===== config.mk =====
export PLATFORM = sky130hd
export DESIGN_NAME = skt_ctrl
export DESIGN_NICKNAME = d
export VERILOG_FILES = /design/src/skt_pkg.sv /design/src/skt_ctrl.sv
export SDC_FILE = /design/constraint.sdc
export NUM_CORES = 1
export LEC_CHECK = 0
export BUFFER_PORTS_ARGS = -buffer_cell sky130_fd_sc_hd__buf_2
export CORE_MARGIN = 3
export CORE_UTILIZATION = 50
export CTS_CLUSTER_DIAMETER = 30
export DETAILED_ROUTE_END_ITERATION = 16
export PLACE_DENSITY = 0.76
export SYNTH_ARGS = -nofsm -noshare
export SYNTH_HDL_FRONTEND = slang
export SYNTH_SLANG_ARGS = --single-unit

===== constraint.sdc =====
create_clock -name clk -period 2.1 [get_ports clk]
set_input_delay 0.105 -clock clk [delete_from_list [all_inputs] [get_ports clk]]
set_output_delay 0.105 -clock clk [all_outputs]
set_load 0.02 [all_outputs]

===== src/skt_pkg.sv =====
`timescale 1ns / 1ps
package skt_pkg;

  localparam int DEFAULT_CAPACITY = 128;
  localparam int NAME_WIDTH = 240;

  localparam logic [1:0] OP_INSERT = 2'd0;
  localparam logic [1:0] OP_LOOKUP = 2'd1;
  localparam logic [1:0] OP_DELETE = 2'd2;
  localparam logic [1:0] OP_UNUSED = 2'd3;

  localparam logic [1:0] ST_OK        = 2'd0;
  localparam logic [1:0] ST_FULL      = 2'd1;
  localparam logic [1:0] ST_DUPLICATE = 2'd2;
  localparam logic [1:0] ST_NOT_FOUND = 2'd3;

  typedef struct packed {
    logic [31:0] key;
    logic [7:0]  age;
    logic [NAME_WIDTH-1:0] name;
  } record_t;

  // datapath commands
  typedef enum logic [3:0] {
    CMD_NONE   = 4'd0,
    CMD_LOAD   = 4'd1,  // latch request, set idx to 0
    CMD_SCAN   = 4'd2,  // read entry idx + 1, idx unchanged
    CMD_NEXT   = 4'd3,  // idx <= idx + 1, read idx + 1
    CMD_SETTOP = 4'd4,  // idx <= count, read count - 1
    CMD_SHUP   = 4'd5,  // mem[idx] <= rd, idx--, read idx - 2
    CMD_PUT    = 4'd6,  // mem[idx] <= request, count++
    CMD_SHDN   = 4'd7,  // mem[idx] <= rd, idx++, read idx + 2
    CMD_DEC    = 4'd8,  // count--
    CMD_BSRD   = 4'd9,  // idx <= mid, read mid
    CMD_BSHI   = 4'd10, // hi <= mid
    CMD_BSLO   = 4'd11, // lo <= mid + 1
    CMD_INIT   = 4'd12  // lo <= 0, hi <= count
  } cmd_t;

  typedef struct packed {
    logic key_eq;    // read key equals request key
    logic key_gt;    // read key above request key (signed)
    logic idx_end;   // idx == count
    logic idx_last;  // idx + 1 == count
    logic idx_zero;
    logic full;
    logic bs_empty;  // lo >= hi
  } stat_t;

endpackage


===== src/skt_ctrl.sv =====
`timescale 1ns / 1ps
module skt_ctrl
  import skt_pkg::*;
(
  input  logic       clk,
  input  logic       rst,
  input  logic       in_valid,
  input  logic [1:0] in_op,
  output logic       in_ready,
  output logic       res_valid,
  input  logic       res_ready,
  output logic [1:0] res_status,
  output logic       res_hit,
  output cmd_t       cmd,
  input  stat_t      stat
);

  typedef enum logic [8:0] {
    S_IDLE  = 9'b000000001,
    S_DISP  = 9'b000000010,
    S_SCAN  = 9'b000000100,
    S_SHUP  = 9'b000001000,
    S_SHDN  = 9'b000010000,
    S_BSRD  = 9'b000100000,
    S_BSCMP = 9'b001000000,
    S_BSWT  = 9'b010000000,
    S_DONE  = 9'b100000000
  } state_t;

  state_t state, state_next;
  logic [1:0] op, status_next;
  logic hit_next, done_next;

  assign in_ready = (state == S_IDLE) && !res_valid;

  always_comb begin
    state_next = state;
    cmd = CMD_NONE;
    status_next = ST_OK;
    hit_next = 1'b0;
    done_next = 1'b0;
    case (state)
      S_IDLE: if (in_valid && in_ready) begin
        cmd = CMD_LOAD;
        state_next = S_DISP;
      end
      S_DISP: begin
        case (op)
          OP_INSERT: begin
            if (stat.full) begin
              status_next = ST_FULL;
              done_next = 1'b1;
            end else if (stat.idx_end) begin
              cmd = CMD_SETTOP;
              state_next = S_SHUP;
            end else begin
              state_next = S_SCAN;
            end
          end
          OP_LOOKUP: begin
            cmd = CMD_INIT;
            state_next = S_BSRD;
          end
          OP_DELETE: begin
            if (stat.idx_end) begin
              status_next = ST_NOT_FOUND;
              done_next = 1'b1;
            end else begin
              state_next = S_SCAN;
            end
          end
          default: done_next = 1'b1;
        endcase
      end
      // linear scan, rd_rec holds entry idx
      S_SCAN: begin
        if (stat.key_eq) begin
          if (op == OP_INSERT) begin
            status_next = ST_DUPLICATE;
            done_next = 1'b1;
          end else if (stat.idx_last) begin
            cmd = CMD_DEC;
            done_next = 1'b1;
          end else begin
            // hole stays at idx, fetch the entry above it
            cmd = CMD_SCAN;
            state_next = S_SHDN;
          end
        end else if (stat.idx_last) begin
          if (op == OP_INSERT) begin
            cmd = CMD_SETTOP;
            state_next = S_SHUP;
          end else begin
            status_next = ST_NOT_FOUND;
            done_next = 1'b1;
          end
        end else begin
          cmd = CMD_NEXT;
        end
      end
      // idx is hole, rd_rec holds entry idx-1
      S_SHUP: begin
        if (!stat.idx_zero && stat.key_gt) begin
          cmd = CMD_SHUP;
        end else begin
          cmd = CMD_PUT;
          done_next = 1'b1;
        end
      end
      // idx is hole, rd_rec holds entry idx+1
      S_SHDN: begin
        if (stat.idx_last) begin
          cmd = CMD_DEC;
          done_next = 1'b1;
        end else begin
          cmd = CMD_SHDN;
        end
      end
      S_BSRD: begin
        if (stat.bs_empty) begin
          status_next = ST_NOT_FOUND;
          done_next = 1'b1;
        end else begin
          cmd = CMD_BSRD;
          state_next = S_BSWT;
        end
      end
      S_BSWT: state_next = S_BSCMP;
      S_BSCMP: begin
        if (stat.key_eq) begin
          hit_next = 1'b1;
          done_next = 1'b1;
        end else begin
          cmd = stat.key_gt ? CMD_BSHI : CMD_BSLO;
          state_next = S_BSRD;
        end
      end
      S_DONE: state_next = S_IDLE;
      default: state_next = S_IDLE;
    endcase
    if (done_next) state_next = S_DONE;
  end

  always_ff @(posedge clk) begin
    if (rst) begin
      state <= S_IDLE;
      res_valid <= 1'b0;
    end else begin
      state <= state_next;
      if (state == S_DONE) res_valid <= 1'b1;
      else if (res_ready) res_valid <= 1'b0;
    end
  end

  always_ff @(posedge clk) begin
    if (state == S_IDLE && in_valid && in_ready) op <= in_op;
    if (done_next) begin
      res_status <= status_next;
      res_hit <= hit_next;
    end
  end

endmodule


== Yosys cells after proc, flatten, opt, wreduce, memory -nomap -nowiden ==
Cells that the tools add are included.
Word-level totals
  logic and storage cells: 104
  bits in read-only memories: 0
  flip-flop bits (word level): 15
  memories: 0
  output and inout bits: 9
  bits of input ports: 13
  memory bits (writable): 0
  latch bits: 0
Operators by class
  div/mod/pow operators: 0
  mux-type cells: 52
  shift-type cells: 0
  reduce and logical (&&, ||, !) cells: 13
  add/subtract/negate cells: 0
  bitwise gates (word level): 1
  order comparisons: 0
  multiply operators: 0
  equality and inequality tests: 32
Operators by type and width (number)
  9-bit two-way mux: 11
  9-bit one-hot mux with 7 select lines: 1
  4-bit two-way mux: 8
  4-bit one-hot mux with 7 select lines: 1
  9-bit one-hot mux with 3 select lines: 1
  3-bit != test, second input constant: 8
  4-bit != test, second input constant: 6
  11-bit AND reduction: 2
  1-bit two-way mux: 15
  2-bit two-way mux: 7
  9-bit by 1-bit equality test with 1-bit output, second input constant: 1
  9-bit by 2-bit equality test with 1-bit output, second input constant: 1
  9-bit by 3-bit equality test with 1-bit output, second input constant: 1
  9-bit by 4-bit equality test with 1-bit output, second input constant: 1
  9-bit by 5-bit equality test with 1-bit output, second input constant: 1
  9-bit by 6-bit equality test with 1-bit output, second input constant: 1
  9-bit by 7-bit equality test with 1-bit output, second input constant: 1
  9-bit by 8-bit equality test with 1-bit output, second input constant: 1
  9-bit equality test, second input constant: 1
  3-bit two-way mux: 3
  4-bit one-hot mux with 2 select lines: 1
  1-bit one-hot mux with 6 select lines: 1
  2-bit one-hot mux with 3 select lines: 1
  1-bit logical AND: 5
  14 further kinds: 18

== Logic depth before layout (Yosys ltp) ==
  word-level depth: 7
  mapped depth: 8
  mapped depth without buffers: 7

== Least setup slack after synthesis ==
Ideal clock, no wire load.
  path type: reg-to-reg
  from: register op[0]
  to: register res_hit, enable pin
  arrival: 1.642 ns
  clock period less this slack: 1.957 ns
  setup slack: 0.143 ns
  data required time: 1.786 ns
  library setup time: 0.314 ns
  stages on the path, launching flop included: 8
  cell sequence: edfxtp_1 inv_1 ha_1 buf_2 mux2_2 a22oi_1 o32a_1 o21ai_2
Between the ends
  longest elaborated chain between the ends: 5
Ends and longest elaborated chain
  from (decl): RTL line skt_ctrl.sv:31  | logic [1:0] op, status_next;
  from (signal assigned): RTL line skt_ctrl.sv:156  | if (state == S_IDLE && in_valid && in_ready) op <= in_op;
  2-bit logical NOT: RTL line skt_ctrl.sv:48, skt_ctrl.sv:78, skt_ctrl.sv:90
  1-bit two-way mux: RTL line skt_ctrl.sv:90  | if (op == OP_INSERT) begin
  1-bit two-way mux: RTL line skt_ctrl.sv:89  | end else if (stat.idx_last) begin
  1-bit two-way mux: RTL line skt_ctrl.sv:77  | if (stat.key_eq) begin
  1-bit one-hot mux with 6 select lines (*): RTL line skt_ctrl.sv:42  | case (state)
  net done_next: RTL line skt_ctrl.sv:32  | logic hit_next, done_next;
  to (signal assigned): RTL line skt_ctrl.sv:159  | res_hit <= hit_next;
  to (decl): RTL line skt_ctrl.sv:13  | output logic res_hit,
Mark *: on every way through the listed nets, which the timed path passes. The rest lies on a longest branch.
A chain may end at the register's enable or synchronous reset.

== Worst setup path after layout ==
  from: register op[1]
  to: register state[6]
Between the ends
  longest elaborated chain between the ends: 6
Ends and longest elaborated chain
  2-bit logical NOT: RTL line skt_ctrl.sv:48, skt_ctrl.sv:78, skt_ctrl.sv:90
  1-bit two-way mux: RTL line skt_ctrl.sv:90
  1-bit two-way mux: RTL line skt_ctrl.sv:89
  1-bit two-way mux: RTL line skt_ctrl.sv:77
  1-bit one-hot mux with 6 select lines: RTL line skt_ctrl.sv:42
  2-bit OR reduction (no source line)
  to (signal assigned): RTL line skt_ctrl.sv:149  | state <= state_next;
  to (decl): RTL line skt_ctrl.sv:30  | state_t state, state_next;
Parallel ways exist; a longest one is shown, timed or not.

==> impl_metrics.toml <==
[outcome]
outcome = "finished, final reports clean"

[finish]
layout_commonest_cell = "buf_2"
fill_cells = 198
final_nets = 199
final_util_pct = 67.0
syn_to_final_growth_pct = 24.5
diodes = 0
layout_common_cells = "20 x buf_2, 12 x nor2_1, 10 x nand2_1, 10 x buf_4"
multi_input_area_um2 = 857
layout-drive-gt1-share_pct = 30.6
final-seq-area_um2 = 355

[place]
io_buffers = 21
dpl.hpwl_mm = 2.69
gp_congestion = 0.964

[pwr]
intPower_w = 0.000520
pwr-share-clk_pct = 21.0
ir_drop_mv = 0.495
swShare_pct = 36.5
power_density_nw_per_um2 = 538
comb_power_share_pct = 38.6
finalPower_w = 0.000819
p_switching_w = 0.000299
leakagePower_nw = 0.628
p_seq_share_pct = 40.4

[floorplanning]
die_height_um = 55.5
start_util_pct = 53.8
rows = 17
core-area_um2 = 2280
dieArea_um2 = 3080
fp.dieW_um = 55.5
ios = 22

[timing]
drv_slew = 0
fin_crit_ps = 2030
post-route-period-util_pct = 96.6
worst_slew_margin_rel_pct = 74.0
setup_violations = 0
finalHoldViolCount = 0
max_freq_mhz = 493
finalClockSkew_ps = 9.94
worst_pin_slew_ps = 385
setup-tns-final_ps = 0

[yosys]
syn_nets = 165
synth_cell_types = 48
synthArstFlopShare_pct = 0
synth_seq_cells = 15
synth_edf_count = 5
yosysWarnings = 0
ys.flop_type = "dfxtp_1"
syn_area_um2 = 1220
avgSynthCellArea_um2 = 8.32
yosysSeqAreaShare_pct = 28.6
syn_inst = 147

[clocking]
cts_tree = "built"
clkSinkCount = 15
htreeDepth = 1
cts_root_buf = "clkbuf_4"
clk_pin_slew_ps = 100
clk_latency_ps = 290
cts_max_path_buffers = 2
numCtsBuffers = 3

[drt]
ant_nets = 0
wl_mm = 3.57
drtPass1Iterations = 4
wl_per_cell_um = 17.1
dr_total_vias = 1366
drcViolationCount = 0
viasPerCell = 6.57
initialDrtViolationCount = 82

[grt]
grt_pass1_wl_mm = 5.66
gr-total-overflow = 0
antenna_found_initial = 0
grt_usage_pct = 23.0
grt_max_degree = 12
grt_pass1_vias = 1241

[flow_run]
max-cap-violations = 0

[worst_setup_path]
worstPathRequired_ps = 2320
crit_type = "reg2reg"
cp.arrival_ps = 2250
setup.worst_path.start_class = "flop"
critPathCaptureType = "flop"
cp_max_fo = 7

[hold_path]
worstHoldPathType = "in2reg"
-- logic make-up (layout without fill, tap and decap cells) --
kind of cell	after synthesis	after routing	synth area share (%)
compound gates	43	43	27.4
mux	1	1	0.920
fa+ha+maj	5	5	5.11
flops	15	15	28.6
simple gates	69	69	33.4
buf+inv	14	47	4.50
-- final cells by class --
cell class | instances | area share, %
Multi-Input combinational cell | 118 | 56.2
Tap cell | 28 | 2.30
Clock buffer | 4 | 1.72
Sequential cell | 15 | 23.3
Inverter | 9 | 2.22
Timing Repair Buffer | 34 | 14.2
-- power groups by stage --
| stage | clock, W | sequential, W | combinational (W) |
|---|---|---|---|
| CTS | 0.000172 | 0.000330 | 0.000296 |
| global route | 0.000182 | 0.000333 | 0.000344 |
| global placement | 0 | 0.000336 | 0.000281 |
| floorplan | 0 | 0.000338 | 0.000185 |
| detailed placement | 0 | 0.000337 | 0.000288 |
| finish | 0.000172 | 0.000331 | 0.000316 |
-- sequential cells by signal, summed over array words and instances, names as in the netlist --
register / cells
res_status: 2
state: 9
op: 2
res_valid: 1
res_hit: 1
-- critical path, stage by stage, from the launching register on --
cell	delay, ps
edfxtp_1	440
inv_1	130
ha_1	200
mux2_2	340
a22oi_1	230
o32a_1	280
o211ai_4	140
nor3_1	190
-- per-layer routing --
metal	GRT usage (%)	share of wire, %	vias to the layer above
li1	-	-	635
met1	31.0	42	616
met2	33.8	42	92
met3	5.14	10	23
met4	12.2	5.5	0
met5	0	0	-
-- repair_timing --
| action | CTS | global route |
|---|---|---|
| hold buffers | 3 | 0 |
| endpoints found under the setup margin | 1 | 10 |
| resized for setup | 1 | 14 |
| buffers inserted | 0 | 1 |
| hold endpoints to repair | 3 | 0 |
| pin swaps | 0 | 2 |
-- final timing paths --
check,depth (start not counted),end,startpoint,slack (ps)
worst min register to register,2,state[1],state[1],510
worst min-delay path,4,res_valid,res_ready,110
worst max-delay path,7,state[6],op[1],70
worst max register to register,7,state[6],op[1],70
-- Yosys cell counts (2+ instances only) --
library cell / instances / area share, %
nor2_1: 14 / 4.3
dfxtp_1: 10 / 16
nand2_1: 10 / 3.1
inv_1: 9 / 2.8
nand4_1: 9 / 4.6
a21oi_1: 8 / 3.3
nor2b_1: 6 / 3.1
edfxtp_1: 5 / 12
ha_1: 5 / 5.1
nand3_1: 5 / 2.0
nor3_1: 5 / 2.0
clkbuf_1: 3 / 0.92
nand2b_1: 3 / 1.5
o2111ai_1: 3 / 2.1
o211ai_1: 3 / 1.8
o21a_1: 3 / 1.8
o21ai_0: 3 / 1.2
o21ai_1: 3 / 1.2
o22ai_1: 3 / 1.5
o31ai_1: 3 / 1.8
a32oi_1: 2 / 1.4
and2_1: 2 / 1.0
buf_2: 2 / 0.82
nor4b_1: 2 / 1.4
or3_1: 2 / 1.0
or4_4: 2 / 1.8
-- through the flow --
stage | hold WS [ps] | worst slack (ps) | cells | area (um2)
floorplan | 177 | 143 | 147 | 1220
global placement | 281 | 123 | 200 | 1410
detailed placement | 284 | 41.6 | 200 | 1410
CTS | 113 | 12.7 | 207 | 1470
global route | 161 | -17.1 | 208 | 1520
finish | 105 | 70.9 | 208 | 1520
(Power assumes the default switching activity.)
